<file path="src/design/ipa_pkg.sv">
// ============================================================================
// ipa_pkg
// Shared constants and types of the identifier pool allocator.
// ============================================================================
`default_nettype none

package ipa_pkg;

   // Identifier width that the pool is built for unless told otherwise.
   localparam int ID_BITS_DEF = 8;

   // Widest identifier the internal map interface can carry.
   localparam int ID_FIELD_W = 16;

   // Field widths of the channels and the registers.
   localparam int MODE_W    = 2;
   localparam int REQ_ID_W  = 8;
   localparam int GIVEN_W   = 8;
   localparam int STATUS_W  = 3;
   localparam int CFG_W     = 8;
   localparam int CSR_DATA_W = 32;
   localparam int CSR_ADDR_W = 3;

   // Bitmap word width and its index width.
   localparam int WORD_BITS = 16;
   localparam int WORD_LW   = 4;

   // Request modes.
   localparam logic [MODE_W-1:0] MODE_ALLOC   = 2'd0;
   localparam logic [MODE_W-1:0] MODE_RELEASE = 2'd1;
   localparam logic [MODE_W-1:0] MODE_CLEAR   = 2'd2;

   // Result status codes.
   localparam logic [STATUS_W-1:0] ST_REUSED   = 3'd0;
   localparam logic [STATUS_W-1:0] ST_FRESH    = 3'd1;
   localparam logic [STATUS_W-1:0] ST_RELEASED = 3'd2;
   localparam logic [STATUS_W-1:0] ST_REJECTED = 3'd3;
   localparam logic [STATUS_W-1:0] ST_DOUBLE   = 3'd4;
   localparam logic [STATUS_W-1:0] ST_CLEARED  = 3'd5;

   // Register select, taken from address bit 2.
   localparam logic REG_MAX_ID   = 1'b0;
   localparam logic REG_RESERVED = 1'b1;

   // Command from the sequencer to the free map.
   typedef struct packed {
      logic                  alloc;
      logic                  release_id;
      logic                  clear;
      logic [ID_FIELD_W-1:0] id;
   } map_cmd_type;

   // Answer of the free map.
   typedef struct packed {
      logic                  busy;
      logic                  done;
      logic                  found;
      logic                  dbl;
      logic [ID_FIELD_W-1:0] id;
   } map_rsp_type;

endpackage

`default_nettype wire

</file>
<file path="src/design/ipa_req_if.sv">
// ============================================================================
// ipa_req_if
// Request channel: mode and identifier, with a valid/ready handshake.
// ============================================================================
`default_nettype none

interface ipa_req_if;
   import ipa_pkg::*;

   logic                valid;
   logic                ready;
   logic [MODE_W-1:0]   mode;
   logic [REQ_ID_W-1:0] request_id;

   modport source (output valid, output mode, output request_id, input ready);
   modport sink   (input valid, input mode, input request_id, output ready);
endinterface

`default_nettype wire

</file>
<file path="src/design/ipa_rsp_if.sv">
// ============================================================================
// ipa_rsp_if
// Result channel: identifier handed out and status, with a valid/ready handshake.
// ============================================================================
`default_nettype none

interface ipa_rsp_if;
   import ipa_pkg::*;

   logic                valid;
   logic                ready;
   logic [GIVEN_W-1:0]  given_id;
   logic [STATUS_W-1:0] status;

   modport source (output valid, output given_id, output status, input ready);
   modport sink   (input valid, input given_id, input status, output ready);
endinterface

`default_nettype wire

</file>
<file path="src/design/ipa_free_map.sv">
// ============================================================================
// ipa_free_map
// Two-level bitmap of released identifiers held in two synchronous memories,
// with a flop vector of summary-word flags on top.
// ============================================================================
`default_nettype none

module ipa_free_map #(
   parameter int ID_BITS = ipa_pkg::ID_BITS_DEF
) (
   input  wire logic                 clock,
   input  wire logic                 reset,
   input  wire ipa_pkg::map_cmd_type cmd,
   output ipa_pkg::map_rsp_type      rsp
);
   import ipa_pkg::*;

   // The map is padded to at least nine identifier bits so every level exists.
   localparam int XB  = (ID_BITS > 9) ? ID_BITS : 9;
   localparam int WB  = WORD_BITS;
   localparam int LW  = WORD_LW;
   localparam int A0  = XB - LW;
   localparam int A1  = XB - 2 * LW;
   localparam int N0  = 2 ** A0;
   localparam int N1  = 2 ** A1;
   localparam int CW  = (N1 < WB) ? N1 : WB;
   localparam int NC  = N1 / CW;
   localparam int CB  = (NC > 1) ? $clog2(NC) : 1;
   localparam int CWB = $clog2(CW);

   localparam logic [2:0] M_IDLE = 3'd0;
   localparam logic [2:0] M_SCAN = 3'd1;
   localparam logic [2:0] M_RD1  = 3'd2;
   localparam logic [2:0] M_RD0  = 3'd3;
   localparam logic [2:0] M_RDR  = 3'd4;

   function automatic logic [LW-1:0] ffs_word(input logic [WB-1:0] v);
      logic [LW-1:0] r;
      r = '0;
      for (int i = WB - 1; i >= 0; i--) begin
         if (v[i]) begin
            r = LW'(i);
         end
      end
      return r;
   endfunction

   logic [WB-1:0] mem0 [N0];
   logic [WB-1:0] mem1 [N1];
   logic [WB-1:0] mem0_q;
   logic [WB-1:0] mem1_q;

   logic          rd0_en, rd1_en, wr0_en, wr1_en;
   logic [A0-1:0] rd0_addr, wr0_addr;
   logic [A1-1:0] rd1_addr, wr1_addr;
   logic [WB-1:0] wr0_data, wr1_data;

   logic [2:0]    state_ff, state_in;
   logic [N1-1:0] top_ff, top_in;
   logic [CB-1:0] chunk_ff, chunk_in;
   logic [A1-1:0] tidx_ff, tidx_in;
   logic [WB-1:0] word1_ff, word1_in;
   logic [LW-1:0] f1_ff, f1_in;
   logic [XB-1:0] id_ff, id_in;
   logic          done_ff, done_in;
   logic          found_ff, found_in;
   logic          dbl_ff, dbl_in;
   logic [XB-1:0] res_id_ff, res_id_in;

   logic [CW-1:0] chunk_bits;
   logic [A1-1:0] tsel;
   logic [LW-1:0] f1_now, f0_now;
   logic [WB-1:0] w0_new, w1_new, w0_rel, w1_rel;
   logic [XB-1:0] cmd_id;

   if (NC == 1) begin : g_one_chunk
      assign chunk_bits = top_ff;
   end else begin : g_many_chunks
      logic [NC-1:0][CW-1:0] top_view;
      assign top_view   = top_ff;
      assign chunk_bits = top_view[chunk_ff];
   end

   assign cmd_id = XB'(cmd.id);
   assign tsel   = A1'({chunk_ff, CWB'(ffs_word(WB'(chunk_bits)))});
   assign f1_now = ffs_word(mem1_q);
   assign f0_now = ffs_word(mem0_q);
   assign w0_new = mem0_q & ~(WB'(1) << f0_now);
   assign w1_new = word1_ff & ~(WB'(1) << f1_ff);

   // A word under a clear summary bit is stale and reads as empty.
   assign w1_rel = top_ff[id_ff[XB-1:2*LW]] ? mem1_q : '0;
   assign w0_rel = w1_rel[id_ff[2*LW-1:LW]] ? mem0_q : '0;

   always_comb begin
      state_in  = state_ff;
      top_in    = top_ff;
      chunk_in  = chunk_ff;
      tidx_in   = tidx_ff;
      word1_in  = word1_ff;
      f1_in     = f1_ff;
      id_in     = id_ff;
      done_in   = 1'b0;
      found_in  = found_ff;
      dbl_in    = dbl_ff;
      res_id_in = res_id_ff;
      rd0_en    = 1'b0;
      rd1_en    = 1'b0;
      wr0_en    = 1'b0;
      wr1_en    = 1'b0;
      rd0_addr  = id_ff[XB-1:LW];
      rd1_addr  = id_ff[XB-1:2*LW];
      wr0_addr  = id_ff[XB-1:LW];
      wr1_addr  = id_ff[XB-1:2*LW];
      wr0_data  = w0_rel | (WB'(1) << id_ff[LW-1:0]);
      wr1_data  = w1_rel | (WB'(1) << id_ff[2*LW-1:LW]);
      unique case (state_ff)
         M_IDLE: begin
            if (cmd.clear) begin
               top_in = '0;
            end
            if (cmd.alloc) begin
               chunk_in = '0;
               state_in = M_SCAN;
            end else if (cmd.release_id) begin
               id_in    = cmd_id;
               rd0_en   = 1'b1;
               rd1_en   = 1'b1;
               rd0_addr = cmd_id[XB-1:LW];
               rd1_addr = cmd_id[XB-1:2*LW];
               state_in = M_RDR;
            end
         end
         M_SCAN: begin
            if (chunk_bits != '0) begin
               tidx_in  = tsel;
               rd1_en   = 1'b1;
               rd1_addr = tsel;
               state_in = M_RD1;
            end else if (chunk_ff == CB'(NC - 1)) begin
               done_in  = 1'b1;
               found_in = 1'b0;
               state_in = M_IDLE;
            end else begin
               chunk_in = chunk_ff + 1'b1;
            end
         end
         M_RD1: begin
            word1_in = mem1_q;
            f1_in    = f1_now;
            rd0_en   = 1'b1;
            rd0_addr = {tidx_ff, f1_now};
            state_in = M_RD0;
         end
         M_RD0: begin
            wr0_en   = 1'b1;
            wr0_addr = {tidx_ff, f1_ff};
            wr0_data = w0_new;
            if (w0_new == '0) begin
               wr1_en   = 1'b1;
               wr1_addr = tidx_ff;
               wr1_data = w1_new;
               if (w1_new == '0) begin
                  top_in[tidx_ff] = 1'b0;
               end
            end
            done_in   = 1'b1;
            found_in  = 1'b1;
            res_id_in = {tidx_ff, f1_ff, f0_now};
            state_in  = M_IDLE;
         end
         M_RDR: begin
            if (w0_rel[id_ff[LW-1:0]]) begin
               dbl_in = 1'b1;
            end else begin
               dbl_in = 1'b0;
               wr0_en = 1'b1;
               wr1_en = 1'b1;
               top_in[id_ff[XB-1:2*LW]] = 1'b1;
            end
            done_in  = 1'b1;
            state_in = M_IDLE;
         end
         default: begin
            state_in = M_IDLE;
         end
      endcase
   end

   always_ff @(posedge clock) begin
      if (reset) begin
         state_ff <= M_IDLE;
         top_ff   <= '0;
         done_ff  <= 1'b0;
      end else begin
         state_ff <= state_in;
         top_ff   <= top_in;
         done_ff  <= done_in;
      end
   end

   always_ff @(posedge clock) begin
      chunk_ff  <= chunk_in;
      tidx_ff   <= tidx_in;
      word1_ff  <= word1_in;
      f1_ff     <= f1_in;
      id_ff     <= id_in;
      found_ff  <= found_in;
      dbl_ff    <= dbl_in;
      res_id_ff <= res_id_in;
   end

   always_ff @(posedge clock) begin
      if (wr0_en) begin
         mem0[wr0_addr] <= wr0_data;
      end
      if (rd0_en) begin
         mem0_q <= mem0[rd0_addr];
      end
   end

   always_ff @(posedge clock) begin
      if (wr1_en) begin
         mem1[wr1_addr] <= wr1_data;
      end
      if (rd1_en) begin
         mem1_q <= mem1[rd1_addr];
      end
   end

   assign rsp.busy  = (state_ff != M_IDLE);
   assign rsp.done  = done_ff;
   assign rsp.found = found_ff;
   assign rsp.dbl   = dbl_ff;
   assign rsp.id    = ID_FIELD_W'(res_id_ff);

   // A summary word is only fetched under a set top flag.
   a_rd1_top_set: assert property (@(posedge clock) disable iff (reset)
      state_ff == M_RD1 |-> top_ff[tidx_ff])
      else $error("summary word fetched under a clear top flag");

   // The chosen summary bit must be set in the fetched summary word.
   a_rd0_word1_bit: assert property (@(posedge clock) disable iff (reset)
      state_ff == M_RD0 |-> word1_ff[f1_ff])
      else $error("chosen summary bit is clear");

   // A bitmap word under a set summary bit is never empty.
   a_rd0_word_nonzero: assert property (@(posedge clock) disable iff (reset)
      state_ff == M_RD0 |-> mem0_q != '0)
      else $error("bitmap word under a set summary bit is empty");

   // A clear empties the whole map by the next cycle.
   a_clear_empties: assert property (@(posedge clock) disable iff (reset)
      (state_ff == M_IDLE && cmd.clear) |=> top_ff == '0)
      else $error("clear left marks in the map");

endmodule

`default_nettype wire

</file>
<file path="src/design/id_pool_allocator_top.sv">
// ============================================================================
// id_pool_allocator_top
// Hands out and takes back identifiers from a pool of released identifiers
// and a counter that issues fresh ones.
// ============================================================================
// Usage:
//   Each request transaction (mode 0 allocate, mode 1 release request_id,
//   mode 2 clear the pool) yields exactly one result transaction with the
//   identifier handed out (zero when none) and a status code. max_id sits at
//   APB address 0 and reserved_id at address 4; write them only while idle.
// Operation:
//   The block works on one request at a time; the result is valid once it
//   fills the output register, when ready is back high. A clear, a mode-3
//   request or a release of the reserved identifier sets its status in the
//   accept cycle, and the result then fills the output register. A release
//   starts the summary and bitmap memory reads in the accept cycle; then the
//   free map tests and writes back, returns the answer to the sequencer, and
//   the result fills the output register. An allocate scans the chunks of up
//   to 16 flags of the top flag vector up to the set one (one chunk for
//   ID_BITS up to 12, up to 16 at ID_BITS = 16) before the memory reads;
//   an allocate that finds nothing scans every chunk.
// Reset and stalls:
//   Reset empties the pool by clearing the top flag vector, so no memory
//   sweep is needed; the counter returns to zero and both registers to
//   255. A stalled result is held in the output register; the next request
//   may already be accepted and finished, and waits in turn.
// ============================================================================
`default_nettype none

module id_pool_allocator_top #(
   parameter int ID_BITS = ipa_pkg::ID_BITS_DEF
) (
   input  wire logic                             clock,
   input  wire logic                             reset,
   ipa_req_if.sink                               req_ch,
   ipa_rsp_if.source                             rsp_ch,
   input  wire logic                             psel,
   input  wire logic                             penable,
   input  wire logic                             pwrite,
   input  wire logic [ipa_pkg::CSR_ADDR_W-1:0]   paddr,
   input  wire logic [ipa_pkg::CSR_DATA_W-1:0]   pwdata,
   output logic      [ipa_pkg::CSR_DATA_W-1:0]   prdata,
   output logic                                  pready
);
   import ipa_pkg::*;

   // Sequencer states.
   localparam logic [1:0] T_IDLE = 2'd0;
   localparam logic [1:0] T_MAP  = 2'd1;
   localparam logic [1:0] T_FIN  = 2'd2;

   localparam int CMP_W = (ID_BITS + 1 > CFG_W) ? ID_BITS + 1 : CFG_W;

   logic [1:0]          state_ff, state_in;
   logic [CFG_W-1:0]    max_id_ff, max_id_in;
   logic [CFG_W-1:0]    reserved_ff, reserved_in;
   logic [ID_BITS-1:0]  counter_ff, counter_in;
   logic                is_alloc_ff, is_alloc_in;
   logic [ID_BITS-1:0]  res_id_ff, res_id_in;
   logic [STATUS_W-1:0] res_st_ff, res_st_in;
   logic                out_valid_ff, out_valid_in;
   logic [GIVEN_W-1:0]  out_id_ff, out_id_in;
   logic [STATUS_W-1:0] out_st_ff, out_st_in;

   logic                req_fire;
   logic                csr_write;
   logic [ID_BITS-1:0]  req_id;
   logic [ID_BITS:0]    count_step;
   logic [ID_BITS-1:0]  count_next;
   map_cmd_type         map_cmd;
   map_rsp_type         map_rsp;

   ipa_free_map #(
      .ID_BITS (ID_BITS)
   ) u_free_map (
      .clock (clock),
      .reset (reset),
      .cmd   (map_cmd),
      .rsp   (map_rsp)
   );

   // Identifiers are taken in their low ID_BITS bits.
   assign req_id   = ID_BITS'(req_ch.request_id);
   assign req_fire = req_ch.valid && req_ch.ready;
   assign req_ch.ready = (state_ff == T_IDLE);

   // The counter steps to zero past max_id or past the identifier width.
   assign count_step = {1'b0, counter_ff} + 1'b1;
   assign count_next = (count_step[ID_BITS] ||
                        CMP_W'(count_step) > CMP_W'(max_id_ff)) ? '0
                       : count_step[ID_BITS-1:0];

   // Register port: writes land on the access phase; reads need no wait.
   assign csr_write = psel && penable && pwrite && pready;
   assign pready    = 1'b1;
   assign prdata    = (paddr[2] == REG_RESERVED) ? CSR_DATA_W'(reserved_ff)
                                                 : CSR_DATA_W'(max_id_ff);

   always_comb begin
      max_id_in   = max_id_ff;
      reserved_in = reserved_ff;
      if (csr_write) begin
         unique case (paddr[2])
            REG_MAX_ID:   max_id_in   = pwdata[CFG_W-1:0];
            REG_RESERVED: reserved_in = pwdata[CFG_W-1:0];
            default:      max_id_in   = max_id_ff;
         endcase
      end
   end

   // Sequencer: dispatch to the free map, finish the result, hand it over.
   always_comb begin
      state_in     = state_ff;
      counter_in   = counter_ff;
      is_alloc_in  = is_alloc_ff;
      res_id_in    = res_id_ff;
      res_st_in    = res_st_ff;
      out_valid_in = out_valid_ff && !rsp_ch.ready;
      out_id_in    = out_id_ff;
      out_st_in    = out_st_ff;
      map_cmd      = '0;
      map_cmd.id   = ID_FIELD_W'(req_id);

      unique case (state_ff)
         T_IDLE: begin
            if (req_fire) begin
               res_id_in   = '0;
               is_alloc_in = (req_ch.mode == MODE_ALLOC);
               priority if (req_ch.mode == MODE_ALLOC) begin
                  map_cmd.alloc = 1'b1;
                  state_in      = T_MAP;
               end else if (req_ch.mode == MODE_RELEASE) begin
                  // The reserved identifier is checked before the bitmap.
                  if (req_id == ID_BITS'(reserved_ff)) begin
                     res_st_in = ST_REJECTED;
                     state_in  = T_FIN;
                  end else begin
                     map_cmd.release_id = 1'b1;
                     state_in           = T_MAP;
                  end
               end else if (req_ch.mode == MODE_CLEAR) begin
                  map_cmd.clear = 1'b1;
                  counter_in    = '0;
                  res_st_in     = ST_CLEARED;
                  state_in      = T_FIN;
               end else begin
                  // The unused mode changes nothing and is rejected.
                  res_st_in = ST_REJECTED;
                  state_in  = T_FIN;
               end
            end
         end
         T_MAP: begin
            if (map_rsp.done) begin
               state_in = T_FIN;
               if (is_alloc_ff) begin
                  if (map_rsp.found) begin
                     res_id_in = ID_BITS'(map_rsp.id);
                     res_st_in = ST_REUSED;
                  end else begin
                     // No released identifier: issue a fresh one.
                     counter_in = count_next;
                     res_id_in  = count_next;
                     res_st_in  = ST_FRESH;
                  end
               end else begin
                  res_st_in = map_rsp.dbl ? ST_DOUBLE : ST_RELEASED;
               end
            end
         end
         T_FIN: begin
            // The result moves to the output register once it is free.
            if (!out_valid_ff || rsp_ch.ready) begin
               out_valid_in = 1'b1;
               out_id_in    = GIVEN_W'(res_id_ff);
               out_st_in    = res_st_ff;
               state_in     = T_IDLE;
            end
         end
         default: begin
            state_in = T_IDLE;
         end
      endcase
   end

   always_ff @(posedge clock) begin
      if (reset) begin
         state_ff     <= T_IDLE;
         max_id_ff    <= '1;
         reserved_ff  <= '1;
         counter_ff   <= '0;
         out_valid_ff <= 1'b0;
      end else begin
         state_ff     <= state_in;
         max_id_ff    <= max_id_in;
         reserved_ff  <= reserved_in;
         counter_ff   <= counter_in;
         out_valid_ff <= out_valid_in;
      end
   end

   always_ff @(posedge clock) begin
      is_alloc_ff <= is_alloc_in;
      res_id_ff   <= res_id_in;
      res_st_ff   <= res_st_in;
      out_id_ff   <= out_id_in;
      out_st_ff   <= out_st_in;
   end

   assign rsp_ch.valid    = out_valid_ff;
   assign rsp_ch.given_id = out_id_ff;
   assign rsp_ch.status   = out_st_ff;

   // The free map finishes only while the sequencer waits for it.
   a_done_in_map: assert property (@(posedge clock) disable iff (reset)
      map_rsp.done |-> state_ff == T_MAP)
      else $error("free map answered outside a map operation");

   // A request is only dispatched while the free map is idle.
   a_map_idle: assert property (@(posedge clock) disable iff (reset)
      (map_cmd.alloc || map_cmd.release_id) |-> !map_rsp.busy)
      else $error("request dispatched to a busy free map");

   // A clear zeroes the counter.
   a_clear_counter: assert property (@(posedge clock) disable iff (reset)
      (req_fire && req_ch.mode == MODE_CLEAR) |=> counter_ff == '0)
      else $error("clear left the counter running");

endmodule

`default_nettype wire

</file>
<file path="src/flat_wrapper.sv">
// flat-port wrapper written by rule: the top's interface ports become plain ports
module id_pool_allocator_top_flat import ipa_pkg::*;
#(
   parameter int ID_BITS = ipa_pkg::ID_BITS_DEF
)
  (clock, reset, psel, penable, pwrite, paddr, pwdata, prdata, pready, req_ch_valid, req_ch_mode, req_ch_request_id, req_ch_ready, rsp_ch_valid, rsp_ch_given_id, rsp_ch_status, rsp_ch_ready);
  ipa_req_if req_ch_i ();
  ipa_rsp_if rsp_ch_i ();
  input  wire logic clock;
  input  wire logic reset;
  input  wire logic psel;
  input  wire logic penable;
  input  wire logic pwrite;
  input  wire logic [ipa_pkg::CSR_ADDR_W-1:0] paddr;
  input  wire logic [ipa_pkg::CSR_DATA_W-1:0] pwdata;
  output logic      [ipa_pkg::CSR_DATA_W-1:0] prdata;
  output logic pready;
  input wire logic [$bits(req_ch_i.valid)-1:0] req_ch_valid;
  input wire logic [$bits(req_ch_i.mode)-1:0] req_ch_mode;
  input wire logic [$bits(req_ch_i.request_id)-1:0] req_ch_request_id;
  output wire logic [$bits(req_ch_i.ready)-1:0] req_ch_ready;
  output wire logic [$bits(rsp_ch_i.valid)-1:0] rsp_ch_valid;
  output wire logic [$bits(rsp_ch_i.given_id)-1:0] rsp_ch_given_id;
  output wire logic [$bits(rsp_ch_i.status)-1:0] rsp_ch_status;
  input wire logic [$bits(rsp_ch_i.ready)-1:0] rsp_ch_ready;
  assign req_ch_i.valid = req_ch_valid;
  assign req_ch_i.mode = req_ch_mode;
  assign req_ch_i.request_id = req_ch_request_id;
  assign req_ch_ready = req_ch_i.ready;
  assign rsp_ch_valid = rsp_ch_i.valid;
  assign rsp_ch_given_id = rsp_ch_i.given_id;
  assign rsp_ch_status = rsp_ch_i.status;
  assign rsp_ch_i.ready = rsp_ch_ready;
  id_pool_allocator_top #(.ID_BITS(ID_BITS)) u_core (.clock(clock), .reset(reset), .req_ch(req_ch_i), .rsp_ch(rsp_ch_i), .psel(psel), .penable(penable), .pwrite(pwrite), .paddr(paddr), .pwdata(pwdata), .prdata(prdata), .pready(pready));
endmodule
</file>
<file path="config.mk">
export PLATFORM = sky130hd
export DESIGN_NAME = id_pool_allocator_top_flat
export DESIGN_NICKNAME = d
export VERILOG_FILES = /design/src/design/ipa_pkg.sv /design/src/design/ipa_req_if.sv /design/src/design/ipa_rsp_if.sv /design/src/design/ipa_free_map.sv /design/src/design/id_pool_allocator_top.sv /design/src/flat_wrapper.sv
export SDC_FILE = /design/constraint.sdc
export NUM_CORES = 1
export LEC_CHECK = 0
export ABC_AREA = 1
export BUFFER_PORTS_ARGS = -buffer_cell sky130_fd_sc_hd__clkbuf_2
export CORE_MARGIN = 2
export CORE_UTILIZATION = 45
export CTS_CLUSTER_SIZE = 8
export DETAILED_ROUTE_END_ITERATION = 12
export SETUP_SLACK_MARGIN = 0.2
export SLEW_MARGIN = 20
export SYNTH_ARGS = -nofsm -noshare
export SYNTH_HDL_FRONTEND = slang
export SYNTH_HIERARCHICAL = 1
export SYNTH_SLANG_ARGS = --single-unit
</file>
<file path="constraint.sdc">
create_clock -name clock -period 5.85 [get_ports clock]
set_input_delay 0.8775 -clock clock [delete_from_list [all_inputs] [get_ports clock]]
set_output_delay 0.8775 -clock clock [all_outputs]
set_load 0.005 [all_outputs]
</file>
# ---- Yosys cells after proc, flatten, opt, wreduce, memory -nomap -nowiden
# Memories as Yosys holds them, arrays and structs flattened. A register that Yosys moved wholly into a read port is not among the register bits.
# Cells that the tools add are included.
dict set report totals {
  wordCells 237
  n_memories 2
  ram_bits 544
  inputBits 52
  reg_bits 96
}
# memory depth width rd rd_clocked_by_memory_dff write_ports line
set memory_table {}
lappend memory_table {u_core.u_free_map.mem0 32 16 1 1 1 ipa_free_map.sv:48} ;# logic [WB-1:0] mem0 [N0];
lappend memory_table {u_core.u_free_map.mem1 2 16 1 1 1 ipa_free_map.sv:49} ;# logic [WB-1:0] mem1 [N1];
dict set report op_classes {
  addsub 2
  n_reduce_logical 35
  n_eq_ne 28
  shifts 4
  magnitude_cmp 5
  mux 129
  n_bitwise 10
}
# cell count
set op_table {}
lappend op_table {{$mux 4} 34}
lappend op_table {{$mux 8} 13}
lappend op_table {{$mux 16} 5}
lappend op_table {{$shl 1x4->16 const A} 4}
lappend op_table {{$mux 3} 14}
lappend op_table {{$mux 1} 35}
lappend op_table {{$and 16x16->16} 2}
lappend op_table {{$logic_not 16->1} 2}
lappend op_table {{$not 16->16} 2}
lappend op_table {{$or 16x16->16} 2}
lappend op_table {{$pmux 8 s2} 2}
lappend op_table {{$ne 2x2->1 const B} 12}
lappend op_table {{$mux 2} 10}
lappend op_table {{$pmux 1 s2} 7}
lappend op_table {{$pmux 2 s3} 2}
lappend op_table {{$reduce_and 2->1} 6}
lappend op_table {{$reduce_and 3->1} 4}
lappend op_table {{$lt 4x5->1 const B} 2}
lappend op_table {{$pmux 5 s2} 1}
lappend op_table {{$reduce_and 5->1} 2}
lappend op_table {{$add 8x1->9 const B} 1}
lappend op_table {{$gt 9x8->1} 1}
lappend op_table {{$pmux 3 s3} 1}
lappend op_table {{$bmux 1 s4} 2}
lappend op_table {{other kinds (29)} 47}

# ---- Depth between registers and ports, before layout
# Gate-level depths: netlist of the first run.
dict set report logic_depth {
  depth_word 24
  depth_mapped 26
  depth_no_buf 25
}

# ---- Hierarchy
# The synthesis of the first run kept the hierarchy.
# mod seq_area_each_um2 cells_each n_inst area_per_inst_um2
set by_module_without_submodules {}
lappend by_module_without_submodules {ipa_free_map 18647.9 2622 1 27757.9}
lappend by_module_without_submodules {id_pool_allocator_top 1231.2 326 1 2702.6}

# ---- Worst setup path before layout of the first run
# No wires, ideal clock.
dict set report synth_timing {
  path_kind {input port to flip-flop}
  from {input port req_ch_valid}
  to {register u_core.u_free_map.mem0_q[3], read port of u_core.u_free_map.mem0 (data pin)}
  arrival_time_ns 3.316
  stages 19
  path_buffers 2
  path_slack_ns 2.281
  required_time_ns 5.597
  cell_sequence {inv_1 -> nor2_1 -> inv_1 -> nor3b_1 -> inv_1 -> nor2_1 -> inv_1 -> nor2_2 -> nor2_1 -> inv_2 -> o22ai_1 -> nor2_1 -> buf_2 -> buf_1 -> nand3_1 -> nand3_1 -> nand2_1 -> nand2_1 -> nand2_1}
}
# item line
set synth_rtl {}
lappend synth_rtl {{start: declaration} flat_wrapper.sv:18} ;# input wire logic [$bits(req_ch_i.valid)-1:0] req_ch_valid;
lappend synth_rtl {{end: declaration} ipa_free_map.sv:50} ;# logic [WB-1:0] mem0_q;

# ---- Worst setup path in the final report of the first run
dict set report layout_timing {
  from {register u_core.u_free_map.id_ff[4]}
  to {memory u_core/u_free_map/mem0[29][15] in the netlist's numbering, enable pin}
}
dict set report layout_between {
  elab_chain_len 9
  word_cells_on_any_way 10
  classes_between {10 x mux}
}
# item line
set layout_rtl {}
lappend layout_rtl {{start: declaration} ipa_free_map.sv:64} ;# logic [XB-1:0] id_ff, id_in;
lappend layout_rtl {{start signal: assignment} ipa_free_map.sv:207} ;# id_ff <= id_in;
lappend layout_rtl {{$bmux 1 s4} ipa_free_map.sv:93} ;# assign w0_rel = w1_rel[id_ff[2*LW-1:LW]] ? mem0_q : '0;
lappend layout_rtl {{$mux 1 (not written as such)} ipa_free_map.sv:93}
lappend layout_rtl {{$mux 16} ipa_free_map.sv:93}
lappend layout_rtl {{$bmux 1 s4} ipa_free_map.sv:173} ;# if (w0_rel[id_ff[LW-1:0]]) begin
lappend layout_rtl {{$mux 1 (not written as such)} ipa_free_map.sv:173}
lappend layout_rtl {{$mux 1} ipa_free_map.sv:173}
lappend layout_rtl {{$pmux 1 s2} ipa_free_map.sv:117} ;# unique case (state_ff)
lappend layout_rtl {{$mux 1} ipa_free_map.sv:214} ;# if (wr0_en) begin
lappend layout_rtl {{$mux 1 (not written as such)} ipa_free_map.sv:215} ;# mem0[wr0_addr] <= wr0_data;
lappend layout_rtl {{end: declaration} ipa_free_map.sv:48}
# Several ways; a longest one is shown, not always the timed one. The select of a mux whose other input is x is not followed.

==> impl_results.md, run 1 <==
* Antenna Nets Post-Route at 0
* Share of layout cells above drive strength 1 at 10.5%
* Crit-path most repeated cell: nor2_1
* Status: completed
* Final hold violation count at 0
* Final core utilization at 51.0%
* Clock Latency Late Sink at 640 ps
* Core Area at ~67000 µm²
* Pin count of the biggest net entering global routing at between 100 and 150
* Worst Setup Start Kind: flop
* Area of the multi-input gates at about 8500 µm²
* Grt total ovfl at 0
* Setup crit end kind: flop
* Commonest non-fill, non-tap cell in the layout: nand2_1
* IO Pins at 98
* Buffers on Ports at 46
* Die X at between 200 and 300 µm
* CTS Sinks at 672
* Worst-Margin Slew at ~1000 ps
* N_diodes at 0
* First-pass GRT wire length at 121000 µm
* Root Driver: clkbuf_16
* Initial antenna violation count at 1
* Syn Area/Cell at 10.3 µm²
* Max-cap viol count at 0
* Max incr delay on CP at 740 ps
* Die footprint at 69600 µm²
* Post-CTS setup buffer count at 0
* # hold bufs at CTS at 0
* Die span in y at 264 µm
* Register Area at between 15000 and 20000 µm²
* Unrepaired setup endpoints after global routing: no
* Starting Density at 45.3%
* Worst IR Drop VDD at ~0.25 mV
* Worst path slowest cell: nor2_1
* CTS tree: yes
* Most frequent cells in the layout: nand2_1, edfxtp_1, nand3_1, inv_1, clkbuf_16
* Worst setup path category: reg2reg
* RePlAce Congestion at 0.928
* Clk slew on worst S/H paths at roughly 50 ps
* WL/cell at between 20 and 25 µm
* Crit path time final at 4450 ps
* Min-delay worst type: reg2reg
* Detailed router's first-iteration violation count at 2002
* Max H-tree Level at 3
* Vias in the first global route at 20380
* Clk buf depth at 3
* PD cells at 329 nW/µm²
* Worst EP arrival at 4790 ps
* Leak Pwr at ~14 nW
* DRC Markers at 0
* Core Rows at 95
* Via density at about 5.4
* Synthesized area at 30400 µm²
* DP Wirelength at ~47000 µm
* CP required at 6190 ps
* Setup_tns at 0 ps
* Layout fillers at 5891
* Cells along the critical path: inv_1 > nor2_1 > o21ai_0 > nand4_1 > nand3_1 > nand2_2 > inv_4 > nand2_1 > o21ai_1 > nor2_1 > nand2_1 > nand3_1 > nand3_2 > nand2_2 > nand3_2 > nor2_1 > buf_4
* Crit-path max FO at 18
* Synthesized instance count at 2939
* Nets at 3076
* Slew headroom at between 30% and 40%
* Setup violators final at 0
* Yosys Warn Count at 6
* CTS buffer count at 94
* Layout area overhead at 12.6%
* Worst Clk Skew at 22.5 ps
* Final WL at about 80000 µm
* Fmax at 0.225 GHz
* 1st-pass router iterations at 6
* Tcrit/Tclk final at 76.0%
* Reg2reg setup slack at approximately 1400 ps
* Final Slew Violations at 0
* Total GRT Usage at approximately 23%
* Detailed-route via count at 21083
* Post_cts resized at 0
## stage by stage
step	total power (W)	setup slack (ps)	cells	cell area [µm²]	hold slack (ps)
5_1_grt	0.0116	1190	3904	34200	420
3_3_place_gp	0.00653	1260	3792	31700	405
3_5_place_dp	0.00654	1290	3792	31700	407
6_report	0.0112	1400	3904	34200	417
2_1_floorplan	0.00618	2280	2964	30500	400
4_1_cts	0.0113	1390	3904	34200	414
## registers in the layout, summed over array words and instances (netlist names), 9 cells and up
| register | flops |
|---|---|
| u_core/u_free_map/id_ff | 9 |
| u_core/u_free_map/mem0 | 512 |
| u_core/u_free_map/mem0_q | 16 |
| u_core/u_free_map/mem1 | 32 |
| u_core/u_free_map/mem1_q | 16 |
| u_core/u_free_map/word1_ff | 16 |
## routing by layer
metal  track usage (%)  vias up  part of all wire, %  wire length [µm]
met4              8.18        0                  3.0              2430
li1                  -    10026                    -                 -
met1              31.1    10182                   43             34300
met3              3.84      167                  6.4              5060
met2              36.9      708                   47             37700
met5                 0        -                    0                 0
## cell type report
cell class	count	share of cell area, %
sequential	672	58.0
timing repair buffer	116	2.50
clock buffer	105	7.06
multi-input combinational	1768	24.9
inverter	363	4.02
tap	873	3.19
clock inverter	7	0.300
## critical path, delay by kind of cell, from the launching register on
| kind | cells | cell delay [ps] |
|---|---|---|
| buffers and inverters | 3 | 600 |
| flip-flops | 1 | 410 |
| AND/OR/NAND/NOR | 12 | 2800 |
| AO/OA/AOI/OAI | 2 | 330 |
## path summary, 6_finish.rpt
check,startpoint,end,cells past startpoint
worst max-delay path,u_core/u_free_map/id_ff[4],u_core/u_free_map/mem0[29][15],17
worst min-delay path,u_core/res_id_ff[3],u_core/rsp_ch.given_id[3],0
worst max register to register,u_core/u_free_map/id_ff[4],u_core/u_free_map/mem0[29][15],17
worst min register to register,u_core/res_id_ff[3],u_core/rsp_ch.given_id[3],0
## report_power, final
| group | internal [W] | switching, W |
|---|---|---|
| sequential | 0.00539 | 0.0000422 |
| combinational | 0.000274 | 0.000759 |
| clock | 0.00287 | 0.00190 |
| total | 0.00853 | 0.00271 |
(Power assumes the default switching activity.)
==> run 2, diff against run 1 <==
- clock period: 5.85 -> 3.75 ns (I/O delays scaled with it)
==> run 2 against run 1 <==
Net effect:
- total power rose by 58%
- count of clock-buffer cells in the layout increased by 7
- global-route usage is 0.83 points higher
- register-to-register slack worse by 1100 ps
- clock power is 56% higher
- worst setup slack got worse by 1100 ps
- sequential power is 56% higher
- flip-flop and latch count unchanged
- wire length is 4.4% higher
- critical path depth increased by 4
- critical endpoint is now u_core/u_free_map/mem0_q[15]
- largest power group unchanged
==> impl_results.md, run 2 (synthesis gave the netlist of run 1 again) <==
* Area of the multi-input gates at 8660 µm² (+1.8%)
* Detailed router's first-iteration violation count at 2130 (+6.4%)
* Fmax at 0.294 GHz (+31%)
* Initial antenna violation count at 1 (unchanged)
* Buffers on Ports at 46 (unchanged)
* Clk slew on worst S/H paths at 50 ps (about the same)
* Vias in the first global route at 21005 (+3.1%)
* 1st-pass router iterations at 6 (unchanged)
* Clk buf depth at 3 (unchanged)
* Commonest non-fill, non-tap cell in the layout: nand2_1
* Reg2reg end: u_core/u_free_map/mem0_q[15]
* First-pass GRT wire length at 125000 µm (+3.2%)
* Sum of buffers and inverters on the critical path at 6 (+3)
* Worst-Margin Slew at 897 ps (-145 ps)
* Core Area at 67000 µm² (unchanged)
* Via density at 5.39 (-0.25%)
* Max H-tree Level at 3 (unchanged)
* Worst IR Drop VDD at 0.326 mV (+33%)
* Clock Latency Late Sink at 650 ps (about the same)
* Unrepaired setup endpoints after global routing: yes
* Die footprint at 69600 µm² (unchanged)
* Register name with the most flops: u_core/u_free_map/mem0
* Grt total ovfl at 0 (unchanged)
* Layout fillers at 5793 (-1.7%)
* N_diodes at 0 (unchanged)
* Met1 wire length at 35300 µm (+2.9%)
* Antenna Nets Post-Route at 0 (unchanged)
* Cells along the critical path: nor2_2 > inv_1 > nor2_2 > inv_1 > nor3b_1 > inv_1 > nor2_1 > inv_1 > nor2_4 > nor2_2 > a21oi_4 > nand2_8 > inv_6 > buf_12 > nand2_1 > nand3_1 > nand3_1 > nand3_1 > nand2_1 > nand2_1 > nand2_1
* Die span in y at 264 µm (unchanged)
* Critical Path Source: u_core/state_ff[1]
* Die X at 264 µm (unchanged)
* Detailed-route via count at 21559 (+2.3%)
* Worst Setup Start Kind: flop
* DRC Markers at 0 (unchanged)
* RePlAce Congestion at 0.933 (+0.50%)
* Worst hold endpoint: u_core/u_free_map/id_ff[3]
* CP required at 4140 ps (-2050 ps)
* Max incr delay on CP at 370 ps (-370 ps)
* CTS buffer count at 94 (unchanged)
* HP Start: req_ch_request_id[3]
* Nets at 3167 (+3.0%)
* Top layer in use: met4
* Worst EP arrival at 3790 ps (-1000 ps)
* Setup violators final at 0 (unchanged)
* Worst slack, placed at 116 ps (-1170 ps)
* Final hold violation count at 0 (unchanged)
* Core Rows at 95 (unchanged)
* Pin count of the biggest net entering global routing at 52 (-60%)
* Top Registers: u_core/u_free_map/mem0: 512 flops, u_core/u_free_map/mem1: 32 flops
* Met2 WL at 39000 µm (+3.5%)
* Final WL at 83000 µm (+4.4%)
* Hold path cells at 1 (+1)
* Total GRT Usage at 23.6% (+0.83 points)
* Met3 wire length at 6260 µm (+24%)
* Leak Pwr at 14.4 nW (+4.9%)
* Worst path slowest cell: dfxtp_1
* PD cells at 497 nW/µm² (+51%)
* Reg2reg setup slack at 350 ps (-1050 ps)
* Final Slew Violations at 0 (unchanged)
* Most frequent cells in the layout: nand2_1, edfxtp_1, nand3_1, inv_1
* CTS tree: yes
* Root Driver: clkbuf_16
* Status: completed
* IO Pins at 98 (unchanged)
* DP Cell Count at 3867 (+2.0%)
* Register Area at 19800 µm² (unchanged)
* Min-delay worst type: in2reg
* CTS Sinks at 672 (unchanged)
* Starting Density at 45.3% (unchanged)
* Max reg flops at 512 (unchanged)
* Slew headroom at 40.0% (+9.5 points)
* Worst Clk Skew at 25.8 ps (+3.30 ps)
* Final Non-Filler Cells at 4002 (+2.5%)
* WL/cell at 20.7 µm (+1.8%)
* DP Wirelength at 51700 µm (+8.9%)
* Worst reg2reg path depth at 21 (+4)
* Tcrit/Tclk final at 90.6% (+15 points)
* Crit path max-delay family: simple AND/OR/NAND/NOR gates
* Share of layout cells above drive strength 1 at 14.1% (+3.6 points)
* Setup WS post-layout at 351 ps (-1050 ps)
* Critical R2R Launch: u_core/state_ff[1]
* Worst setup path category: reg2reg
* Max-cap viol count at 0 (unchanged)
* Crit-path max FO at 23 (+5)
* Layout area overhead at 17.6%
* Crit path time final at 3400 ps (-1050 ps)
* Setup crit end kind: flop
* Setup_tns at 0 ps (unchanged)
run 2: changes by cell type in the layout (fill, tap and decap cells not counted), sizes merged:
cell,change
clkinv,+1
inv,-1
clkbuf,+8
buf,+90
run 2: worst max-delay path by stage:
stage                                   end  depth (start not counted)
2_1_floorplan   u_core/u_free_map/mem0_q[3]                         14
3_3_place_gp    u_core/u_free_map/mem0_q[4]                         21
3_5_place_dp    u_core/u_free_map/mem0_q[5]                         21
4_1_cts         u_core/u_free_map/mem0_q[5]                         20
5_1_grt         u_core/u_free_map/mem0_q[5]                         20
6_report       u_core/u_free_map/mem0_q[15]                         21
run 2: cell type report:
cell class                      instances  share of cell area, %
Multi-Input combinational cell       1768                   24.2
Clock buffer                          112                   6.83
Tap cell                              873                   3.06
Sequential cell                       672                   55.6
Clock inverter                          7                  0.308
Timing Repair Buffer                  207                   6.13
Inverter                              363                   3.88
run 2: power breakdown:
| part | internal [W] | total [W] | switching, W |
|---|---|---|---|
| registers | 0.00841 | 0.00848 | 0.0000700 |
| logic | 0.000565 | 0.00181 | 0.00125 |
| clock network | 0.00450 | 0.00748 | 0.00297 |
run 2: timing repair:
action / CTS / global route
buffers inserted: 0 / 14
setup endpoints to repair: 47 / 580
cloned: 0 / 2
hold buffers: 0 / 0
pin swaps: 0 / 6
resized for setup: 2 / 60
run 2: metal layers:
| metal | vias up | GRT usage [%] |
|---|---|---|
| met3 | 142 | 4.16 |
| met5 | - | 0 |
| met4 | 0 | 8.55 |
| met2 | 798 | 38.5 |
| met1 | 10407 | 32.0 |
| li1 | 10212 | - |
run 2: through the flow:
step                      total power, W  hold slack (ps)  cell area [µm²]  utilization (%)
after floorplan                  0.00963              400            30500                -
after global placement            0.0103              402            32800             48.9
after detailed placement          0.0104              409            32800             48.9
after CTS                         0.0179              138            35300             52.7
after global routing              0.0184              160            35700             53.3
final                             0.0178              166            35700             53.3
